[src/sv/pqe_pkg.sv]
// ----------------------------------------------------------------------------
// pqe_pkg
// Shared types and constants of the P-square quantile estimator.
// ----------------------------------------------------------------------------
package pqe_pkg;

  localparam int HEIGHT_W   = 48;
  localparam int POS_W      = 32;
  localparam int QP_W       = 16;
  localparam int MD_X_W     = 34;
  localparam int MD_Z_W     = 34;
  localparam int MD_PROD_W  = MD_X_W + HEIGHT_W;

  localparam int DEF_SAMPLE_BITS   = 32;
  localparam int DEF_FRACTION_BITS = 16;
  localparam logic [QP_W-1:0] QP_RESET = 16'd32768;

  typedef enum logic [1:0] {
    MD_IDLE,
    MD_MUL,
    MD_DIV,
    MD_DONE
  } md_state_e;

  typedef enum logic [3:0] {
    ST_IDLE,
    ST_LOAD,
    ST_SORT,
    ST_EVAL,
    ST_START,
    ST_WAIT,
    ST_CAND,
    ST_DONE
  } pqe_state_e;

  typedef enum logic [2:0] {
    OP_T1,
    OP_S1,
    OP_T2,
    OP_S2,
    OP_LIN
  } pqe_op_e;

  typedef struct packed {
    logic                start;
    logic [MD_X_W-1:0]   x;
    logic [HEIGHT_W-1:0] y;
    logic [MD_Z_W-1:0]   z;
  } md_req_t;

  typedef struct packed {
    logic                done;
    logic [HEIGHT_W-1:0] q;
  } md_rsp_t;

endpackage

[src/sv/pqe_muldiv.sv]
// ----------------------------------------------------------------------------
// pqe_muldiv
// Shared iterative unit computing floor(x*y/z): shift-add multiply, then
// restoring division, one bit per cycle.
// ----------------------------------------------------------------------------
module pqe_muldiv (
  input  logic             clk_i,
  input  logic             rst_ni,
  input  pqe_pkg::md_req_t req_i,
  output pqe_pkg::md_rsp_t rsp_o
);
  import pqe_pkg::*;

  localparam int CNT_W = $clog2(MD_PROD_W);

  md_state_e state_q, state_d;
  logic [CNT_W-1:0]     cnt_q;
  logic [MD_PROD_W-1:0] acc_q;
  logic [MD_PROD_W-1:0] ys_q;
  logic [MD_X_W-1:0]    xs_q;
  logic [MD_Z_W-1:0]    z_q;
  logic [MD_Z_W-1:0]    rem_q;
  logic [MD_Z_W:0]      rem_sh;
  logic                 ge;

  assign rem_sh = {rem_q, acc_q[MD_PROD_W-1]};
  assign ge     = rem_sh >= {1'b0, z_q};

  always_comb begin
    state_d = state_q;
    unique case (state_q)
      MD_IDLE: if (req_i.start) state_d = MD_MUL;
      MD_MUL:  if (cnt_q == CNT_W'(MD_X_W - 1)) state_d = MD_DIV;
      MD_DIV:  if (cnt_q == CNT_W'(MD_PROD_W - 1)) state_d = MD_DONE;
      MD_DONE: state_d = MD_IDLE;
      default: state_d = MD_IDLE;
    endcase
  end

  always_comb begin
    rsp_o.done = (state_q == MD_DONE);
    rsp_o.q    = acc_q[HEIGHT_W-1:0];
  end

  always_ff @(posedge clk_i or negedge rst_ni) begin
    if (!rst_ni) begin
      state_q <= MD_IDLE;
      cnt_q   <= '0;
    end else begin
      state_q <= state_d;
      if (state_q != state_d) cnt_q <= '0;
      else cnt_q <= cnt_q + CNT_W'(1);
    end
  end

  always_ff @(posedge clk_i) begin
    unique case (state_q)
      MD_IDLE: begin
        if (req_i.start) begin
          acc_q <= '0;
          ys_q  <= MD_PROD_W'(req_i.y);
          xs_q  <= req_i.x;
          z_q   <= req_i.z;
          rem_q <= '0;
        end
      end
      MD_MUL: begin
        if (xs_q[0]) acc_q <= acc_q + ys_q;
        ys_q <= ys_q << 1;
        xs_q <= xs_q >> 1;
      end
      MD_DIV: begin
        rem_q <= ge ? MD_Z_W'(rem_sh - {1'b0, z_q}) : MD_Z_W'(rem_sh);
        acc_q <= {acc_q[MD_PROD_W-2:0], ge};
      end
      default: ;
    endcase
  end

endmodule

[src/sv/p_square_quantile_estimator_core.sv]
// ----------------------------------------------------------------------------
// p_square_quantile_estimator_core
// Streaming P-square estimator of the p-quantile of unsigned samples.
// ----------------------------------------------------------------------------
// Each accepted sample beat yields one result beat carrying the middle,
// lowest and highest marker heights in unsigned fixed point. The first five
// samples fill the markers (the fifth is followed by a sort); the results
// before the fifth carry zeros, and ready_res rises with that fifth result.
// A later sample goes through cell search and bookkeeping and then one
// evaluation for each of markers 1 to 3. A marker that moves then needs four
// or five passes of the shared multiply-divide unit and a check of the
// parabolic height. The input stalls for the whole of that work; a finished
// result sits in the output register and the next sample is taken while it
// waits. The quantile register is only written while the block is idle and
// no sample is offered.
module p_square_quantile_estimator_core #(
  parameter int SAMPLE_BITS   = pqe_pkg::DEF_SAMPLE_BITS,
  parameter int FRACTION_BITS = pqe_pkg::DEF_FRACTION_BITS
) (
  input  logic                         clk_i,
  input  logic                         rst_ni,
  input  logic                         in_valid_i,
  output logic                         in_stall_o,
  input  logic [SAMPLE_BITS-1:0]       sample_i,
  output logic                         out_valid_o,
  input  logic                         out_stall_i,
  output logic [pqe_pkg::HEIGHT_W-1:0] estimate_o,
  output logic                         ready_res_o,
  output logic [pqe_pkg::HEIGHT_W-1:0] lowest_seen_o,
  output logic [pqe_pkg::HEIGHT_W-1:0] highest_seen_o,
  input  logic                         cfg_valid_i,
  output logic                         cfg_ready_o,
  input  logic [pqe_pkg::QP_W-1:0]     cfg_data_i
);
  import pqe_pkg::*;

  localparam int HW     = HEIGHT_W;
  localparam int XWIDE  = SAMPLE_BITS + FRACTION_BITS;
  localparam int IW     = QP_W + FRACTION_BITS + 2;
  localparam int DIFF_W = ((POS_W + FRACTION_BITS > HW) ? POS_W + FRACTION_BITS : HW) + 2;
  localparam int CW     = HW + 3;
  localparam logic [HW-1:0] HMAX = {HW{1'b1}};
  localparam logic [HW-1:0] ONE  = HW'(1) << FRACTION_BITS;

  pqe_state_e state_q, state_d;
  pqe_op_e    op_q;

  logic [HW-1:0]    h_q   [5];
  logic [POS_W-1:0] pos_q [5];
  logic [HW-1:0]    des_q [5];
  logic [2:0]       fill_q;
  logic [QP_W-1:0]  qp_q;
  logic [HW-1:0]    x_q;
  logic [2:0]       sort_q;
  logic [1:0]       mk_q;

  // Latched operands of the marker under adjustment.
  logic             up_q;
  logic [POS_W-1:0] a_q, c_q;
  logic [HW-1:0]    ug_q, dg_q;
  logic [HW-1:0]    t_q, s1_q;

  logic              out_valid_q;
  logic              ready_q;
  logic [HW-1:0]     est_q, low_q, high_q;

  md_req_t md_req;
  md_rsp_t md_rsp;

  pqe_muldiv u_muldiv (
    .clk_i  (clk_i),
    .rst_ni (rst_ni),
    .req_i  (md_req),
    .rsp_o  (md_rsp)
  );

  // Desired positions as loaded from a fresh p.
  function automatic logic [HW-1:0] des_init(input logic [2:0] idx, input logic [QP_W-1:0] qp);
    logic [IW-1:0] wide;
    logic [HW-1:0] two_p, four_p;
    logic [HW-1:0] r;
    wide   = IW'(qp) << FRACTION_BITS;
    two_p  = HW'((wide << 1) >> 16);
    four_p = HW'((wide << 2) >> 16);
    unique case (idx)
      3'd0:    r = ONE;
      3'd1:    r = ONE + two_p;
      3'd2:    r = ONE + four_p;
      3'd3:    r = 3 * ONE + two_p;
      default: r = 5 * ONE;
    endcase
    return r;
  endfunction

  // Sample converted to a saturated height.
  logic [XWIDE-1:0] x_wide;
  logic [HW-1:0]    x_in;
  assign x_wide = XWIDE'(sample_i) << FRACTION_BITS;
  assign x_in   = (x_wide > XWIDE'(HMAX)) ? HMAX : HW'(x_wide);

  // Increments of the desired positions.
  logic [IW-1:0] qp_wide, qp_half;
  logic [HW-1:0] inc [5];
  assign qp_wide = IW'(qp_q) << FRACTION_BITS;
  assign qp_half = (IW'(qp_q) + IW'(17'd65536)) << FRACTION_BITS;
  assign inc[0]  = '0;
  assign inc[1]  = HW'(qp_wide >> 17);
  assign inc[2]  = HW'(qp_wide >> 16);
  assign inc[3]  = HW'(qp_half >> 17);
  assign inc[4]  = ONE;

  // Cell of the incoming sample.
  logic [2:0] seg;
  always_comb begin
    if (x_q > h_q[2]) seg = (x_q < h_q[3]) ? 3'd2 : 3'd3;
    else seg = (x_q >= h_q[1]) ? 3'd1 : 3'd0;
  end

  // Evaluation of the marker mk_q against its neighbours.
  logic [2:0]              im, il, ih;
  logic signed [POS_W:0]   a_s, c_s;
  logic signed [DIFF_W-1:0] diff;
  logic                    mv_up, mv_dn, go;
  assign im    = {1'b0, mk_q};
  assign il    = im - 3'd1;
  assign ih    = im + 3'd1;
  assign a_s   = $signed({1'b0, pos_q[im]}) - $signed({1'b0, pos_q[il]});
  assign c_s   = $signed({1'b0, pos_q[ih]}) - $signed({1'b0, pos_q[im]});
  assign diff  = $signed(DIFF_W'(des_q[im]) - (DIFF_W'(pos_q[im]) << FRACTION_BITS));
  assign mv_up = (diff >= $signed(DIFF_W'(ONE))) && (c_s > 1);
  assign mv_dn = (diff <= -$signed(DIFF_W'(ONE))) && (a_s > 1);
  assign go    = (mv_up || mv_dn) && (a_s >= 1) && (c_s >= 1);

  // Parabolic candidate.
  logic [HW:0]          s_sum;
  logic signed [CW-1:0] cand, lo_s, hi_s;
  logic                 in_br;
  assign s_sum = {1'b0, s1_q} + {1'b0, t_q};
  assign lo_s  = $signed(CW'(h_q[il]));
  assign hi_s  = $signed(CW'(h_q[ih]));
  assign cand  = up_q ? $signed(CW'(h_q[im]) + CW'(s_sum))
                      : $signed(CW'(h_q[im]) - CW'(s_sum));
  assign in_br = (cand > lo_s) && (cand < hi_s);

  logic last_mk;
  assign last_mk = (mk_q == 2'd3);

  // Next state.
  always_comb begin
    state_d = state_q;
    unique case (state_q)
      ST_IDLE:  if (in_valid_i) state_d = ST_LOAD;
      ST_LOAD: begin
        if (fill_q < 3'd5) state_d = (fill_q == 3'd4) ? ST_SORT : ST_DONE;
        else state_d = ST_EVAL;
      end
      ST_SORT:  if (sort_q == 3'd4) state_d = ST_DONE;
      ST_EVAL: begin
        if (go) state_d = ST_START;
        else if (last_mk) state_d = ST_DONE;
      end
      ST_START: state_d = ST_WAIT;
      ST_WAIT: begin
        if (md_rsp.done) begin
          if (op_q == OP_S2) state_d = ST_CAND;
          else if (op_q == OP_LIN) state_d = last_mk ? ST_DONE : ST_EVAL;
          else state_d = ST_START;
        end
      end
      ST_CAND: begin
        if (in_br) state_d = last_mk ? ST_DONE : ST_EVAL;
        else state_d = ST_START;
      end
      ST_DONE:  if (!(out_valid_q && out_stall_i)) state_d = ST_IDLE;
      default:  state_d = ST_IDLE;
    endcase
  end

  // Requests to the shared unit.
  always_comb begin
    md_req.start = (state_q == ST_START);
    md_req.x     = MD_X_W'(1);
    md_req.y     = t_q;
    md_req.z     = MD_Z_W'(c_q);
    unique case (op_q)
      OP_T1: begin
        md_req.x = up_q ? MD_X_W'(a_q) + MD_X_W'(1) : MD_X_W'(a_q) - MD_X_W'(1);
        md_req.y = ug_q;
        md_req.z = MD_Z_W'(a_q) + MD_Z_W'(c_q);
      end
      OP_S1: ;
      OP_T2: begin
        md_req.x = up_q ? MD_X_W'(c_q) - MD_X_W'(1) : MD_X_W'(c_q) + MD_X_W'(1);
        md_req.y = dg_q;
        md_req.z = MD_Z_W'(a_q) + MD_Z_W'(c_q);
      end
      OP_S2:  md_req.z = MD_Z_W'(a_q);
      OP_LIN: begin
        md_req.y = up_q ? ug_q : dg_q;
        md_req.z = up_q ? MD_Z_W'(c_q) : MD_Z_W'(a_q);
      end
      default: ;
    endcase
  end

  assign in_stall_o     = (state_q != ST_IDLE);
  assign cfg_ready_o    = (state_q == ST_IDLE) && !in_valid_i;
  assign out_valid_o    = out_valid_q;
  assign estimate_o     = est_q;
  assign ready_res_o    = ready_q;
  assign lowest_seen_o  = low_q;
  assign highest_seen_o = high_q;

  // Control state.
  always_ff @(posedge clk_i or negedge rst_ni) begin
    if (!rst_ni) begin
      state_q     <= ST_IDLE;
      fill_q      <= '0;
      qp_q        <= QP_RESET;
      out_valid_q <= 1'b0;
      sort_q      <= '0;
      mk_q        <= 2'd1;
      op_q        <= OP_T1;
      for (int i = 0; i < 5; i++) begin
        pos_q[i] <= POS_W'(i + 1);
        des_q[i] <= des_init(3'(i), QP_RESET);
      end
    end else begin
      state_q <= state_d;
      if (state_q == ST_DONE && !(out_valid_q && out_stall_i)) out_valid_q <= 1'b1;
      else if (out_valid_q && !out_stall_i) out_valid_q <= 1'b0;
      if (cfg_valid_i && cfg_ready_o) begin
        qp_q <= cfg_data_i;
        if (fill_q < 3'd5) begin
          for (int i = 0; i < 5; i++) des_q[i] <= des_init(3'(i), cfg_data_i);
        end
      end
      unique case (state_q)
        ST_LOAD: begin
          sort_q <= '0;
          mk_q   <= 2'd1;
          if (fill_q < 3'd5) begin
            fill_q <= fill_q + 3'd1;
          end else begin
            for (int i = 1; i < 5; i++) begin
              if (3'(i) > seg && pos_q[i] != {POS_W{1'b1}}) pos_q[i] <= pos_q[i] + POS_W'(1);
            end
            for (int i = 0; i < 5; i++) begin
              des_q[i] <= ({1'b0, des_q[i]} + {1'b0, inc[i]} > {1'b0, HMAX}) ? HMAX
                        : des_q[i] + inc[i];
            end
          end
        end
        ST_SORT: sort_q <= sort_q + 3'd1;
        ST_EVAL: begin
          op_q <= OP_T1;
          if (!go && !last_mk) mk_q <= mk_q + 2'd1;
        end
        ST_WAIT: begin
          if (md_rsp.done) begin
            unique case (op_q)
              OP_T1:   op_q <= OP_S1;
              OP_S1:   op_q <= OP_T2;
              OP_T2:   op_q <= OP_S2;
              OP_S2:   op_q <= OP_S2;
              default: begin
                op_q <= OP_T1;
                pos_q[im] <= up_q ? pos_q[im] + POS_W'(1) : pos_q[im] - POS_W'(1);
                if (!last_mk) mk_q <= mk_q + 2'd1;
              end
            endcase
          end
        end
        ST_CAND: begin
          if (in_br) begin
            pos_q[im] <= up_q ? pos_q[im] + POS_W'(1) : pos_q[im] - POS_W'(1);
            if (!last_mk) mk_q <= mk_q + 2'd1;
          end else begin
            op_q <= OP_LIN;
          end
        end
        default: ;
      endcase
    end
  end

  // Heights and operand registers.
  always_ff @(posedge clk_i) begin
    unique case (state_q)
      ST_IDLE: if (in_valid_i) x_q <= x_in;
      ST_LOAD: begin
        if (fill_q < 3'd5) begin
          h_q[fill_q] <= x_q;
        end else if (x_q > h_q[2]) begin
          if (x_q >= h_q[3] && x_q > h_q[4]) h_q[4] <= x_q;
        end else if (x_q < h_q[0]) begin
          h_q[0] <= x_q;
        end
      end
      ST_SORT: begin
        // Odd-even transposition: five passes order five entries.
        if (!sort_q[0]) begin
          if (h_q[1] < h_q[0]) begin h_q[0] <= h_q[1]; h_q[1] <= h_q[0]; end
          if (h_q[3] < h_q[2]) begin h_q[2] <= h_q[3]; h_q[3] <= h_q[2]; end
        end else begin
          if (h_q[2] < h_q[1]) begin h_q[1] <= h_q[2]; h_q[2] <= h_q[1]; end
          if (h_q[4] < h_q[3]) begin h_q[3] <= h_q[4]; h_q[4] <= h_q[3]; end
        end
      end
      ST_EVAL: begin
        up_q <= mv_up;
        a_q  <= a_s[POS_W-1:0];
        c_q  <= c_s[POS_W-1:0];
        ug_q <= (h_q[ih] > h_q[im]) ? h_q[ih] - h_q[im] : '0;
        dg_q <= (h_q[im] > h_q[il]) ? h_q[im] - h_q[il] : '0;
      end
      ST_WAIT: begin
        if (md_rsp.done) begin
          unique case (op_q)
            OP_S1:   s1_q <= md_rsp.q;
            OP_LIN:  h_q[im] <= up_q ? h_q[im] + md_rsp.q : h_q[im] - md_rsp.q;
            default: t_q <= md_rsp.q;
          endcase
        end
      end
      ST_CAND: if (in_br) h_q[im] <= HW'(cand);
      ST_DONE: begin
        if (!(out_valid_q && out_stall_i)) begin
          ready_q <= (fill_q == 3'd5);
          est_q   <= (fill_q == 3'd5) ? h_q[2] : '0;
          low_q   <= (fill_q == 3'd5) ? h_q[0] : '0;
          high_q  <= (fill_q == 3'd5) ? h_q[4] : '0;
        end
      end
      default: ;
    endcase
  end

endmodule
[config.mk]
export PLATFORM = sky130hd
export DESIGN_NAME = p_square_quantile_estimator_core
export DESIGN_NICKNAME = d
export VERILOG_FILES = /design/src/sv/pqe_pkg.sv /design/src/sv/pqe_muldiv.sv /design/src/sv/p_square_quantile_estimator_core.sv
export SDC_FILE = /design/constraint.sdc
export NUM_CORES = 2
export LEC_CHECK = 0
export BUFFER_PORTS_ARGS = -buffer_cell sky130_fd_sc_hd__buf_2
export CORE_UTILIZATION = 50
export CTS_CLUSTER_DIAMETER = 200
export DETAILED_ROUTE_END_ITERATION = 7
export PLACE_DENSITY_LB_ADDON = 0.1
export SYNTH_ARGS = -nofsm -noshare
export SYNTH_HDL_FRONTEND = slang
export SYNTH_SLANG_ARGS = --single-unit
[constraint.sdc]
create_clock -name clk_i -period 18.2 [get_ports clk_i]
set_input_delay 3.64 -clock clk_i [delete_from_list [all_inputs] [get_ports clk_i]]
set_output_delay 3.64 -clock clk_i [all_outputs]
set_load 0.05 [all_outputs]
==> run metrics <==
Initial Util 0.5049; R2R Path End h_q[1][23]; RSZ-0062 raised after global routing no; Final Cycle Share 0.6323; Max clock buf depth 3; Die ar. 237600 um2; CP Launch Type flip-flop; Initial DRC Count 13630; antenna violations before repair 23; Mapped Area 117800 um2; worst endpoint required time 18680 ps; clk sink count 1475; mean post-synth cell area 9.508 um2; top_reg_cell synth edfxtp_1; # resized after CTS 0; Crit. End Element flip-flop; Post-synth EDFFs 1083; fillers 20890; worst stage delay on the critical path 750 ps; Die Wd 487.5 um; worst-path maximum fanout 32; CP max stage cell o221ai_4; H-tree depth 4; DR WL/cell 28.29 um; worst-skew pair later-pin latency 890 ps; IO buf count 200; Async SR Flop Fraction 0.2658; # IOs 201; setup bufs post-CTS 0; area grow syn2layout 8.890%; total iterations of the first detailed-routing run 7; Worst Hold Path Cells 2; DRC viols 0; fin area 128300 um2; via count 105400; Setup Skew 92.42 ps; Yosys reg bits 1475; share of cells above drive strength 1 0.08985; GRT Total Usage 0.3637; core outline area 233400 um2; Arr. time, crit path 11990 ps; layout net count 13590; multi-input logic area 71230 um2; DP Area 122300 um2; total wire length 445.1 mm; r2r setup slk 6690 ps; relative slew slack 0.1631; Yosys top cell by area edfxtp_1; Worst Min Path Start qp_q[0]; TritonCTS clock tree built; Tightest Pin Transition 1246 ps; gr ovfl total 0; Top delay family on crit path compound AO/OA/AOI/OAI gates; top cells by area, synth edfxtp_1, ha_1, dfrtp_1; Crit path depth 38; FP Rows 177; Finish-stage setup viols 0; final core utilization 0.5497; Die Ht 487.5 um; vias in the first global route 97910; sequential-to-total area share from yosys stat 0.3594; critical path type reg2reg; Final ANT Viol Nets 0; cts hold-fix bufs 0; Reg clk slew, reported paths 60 ps; RePlAce Congestion 0.9967; reg2reg path depth 38; DR vias/cell 6.695; top-count cell post-synth edfxtp_1; post-DP HPWL 340.4 mm; Final min period 11510 ps; Yosys top cell area share 0.2760; first-pass GRT wire length 646.0 mm; Worst R2R Start t_q[5]; largest net degree at the start of global routing 122; total CTS buffers 171; worst hold path endpoint qp_q[0]; CP bufs+invs 4; commonest cells in the netlist edfxtp_1, ha_1, a21oi_1; Fin. Hold Viols 0; max cap viols 0; Distinct cells, synth 130; fmax 0.08690 GHz; Pins Over Slew Limit 0; Cells after Synth 12390; Reg area 42360 um2; worst min path class reg2reg; Synth Warn # 0; outcome completed; CTS root buffer clkbuf_16; TNS Setup 0 ps
-- logic make-up (layout without fill, tap and decap cells) --
logic type,Yosys count,count (layout),synth area share
compound gates,3916,3916,0.2207
simple gates,3453,3453,0.1471
flops,1475,1475,0.3594
buf+inv,1338,1388,0.04375
fa+ha+maj,1089,1089,0.1166
xor+xnor,568,568,0.04222
mux,554,554,0.07020
other cells,1,160,0.00003182
-- tightest hold or removal path, delay by kind of cell (launching register included) --
family	cells	cell delay [ps]
and+or+nand+nor	2	100
DFF	1	350
-- sequential cells by signal, indices dropped and copies added (netlist names), 82 cells and up --
register and cells:
des_q 192, u_muldiv.ys_q 82, h_q 384, pos_q 160, u_muldiv.acc_q 82
-- placed cells by master (no fill, tap or decap), types with 172 or more instances in the layout --
cell / synthesis / final
dfrtp_1: 378 / 375
mux2i_1: 269 / 269
a21o_1: 475 / 473
ha_1: 1073 / 1068
edfxtp_1: 1083 / 1083
nand2_1: 777 / 775
a22oi_1: 187 / 187
buf_2: 46 / 199
nor3_1: 201 / 200
nand3_1: 338 / 336
nand4_1: 217 / 217
mux4_2: 210 / 210
clkbuf_16: 0 / 172
nor2b_1: 230 / 230
a21oi_1: 1012 / 1008
xnor2_1: 337 / 337
inv_1: 736 / 735
a31oi_1: 247 / 247
xor2_1: 231 / 231
and3_1: 275 / 274
nor2_1: 800 / 789
o21ai_0: 704 / 700
-- layout make-up --
class	count	share of cell area
multi-input combinational	9724	0.5551
antenna	16	0.0003120
clock inverter	98	0.01042
tap	3132	0.03054
timing repair buffer	330	0.01568
inverter	741	0.02173
sequential	1475	0.3301
clock buffer	219	0.03609
-- per-layer routing --
metal / up-vias / track usage / routed length [um] / share of wire
li1: 47020 / - / - / -
met1: 51730 / 0.5440 / 198400 / 0.45
met5: - / 0 / 25 / 0.000056
met4: 4 / 0.1213 / 15830 / 0.036
met3: 696 / 0.09820 / 54210 / 0.12
met2: 5894 / 0.4988 / 176700 / 0.40
-- metrics by stage --
stage / instances / hold slack (ps) / worst slack, ps
3_3_place_gp: 15400 / 463.9 / 6933
6_report: 15740 / 488.6 / 6693
4_1_cts: 15720 / 487.8 / 6917
5_1_grt: 15720 / 497.8 / 6080
2_1_floorplan: 12540 / 449.7 / 4544
3_5_place_dp: 15400 / 474.4 / 6944
-- worst max path at each step --
stage                     startpoint         end
after floorplan              mk_q[0]   h_q[2][0]
final                         t_q[5]  h_q[1][23]
after detailed placement      t_q[2]   h_q[1][1]
after global routing          t_q[2]  h_q[1][23]
after global placement        t_q[2]   h_q[1][1]
after CTS                     t_q[5]  h_q[1][39]
Power is not shown: default switching activity piles up to over one toggle a cycle in this logic, so the estimate is an artifact.
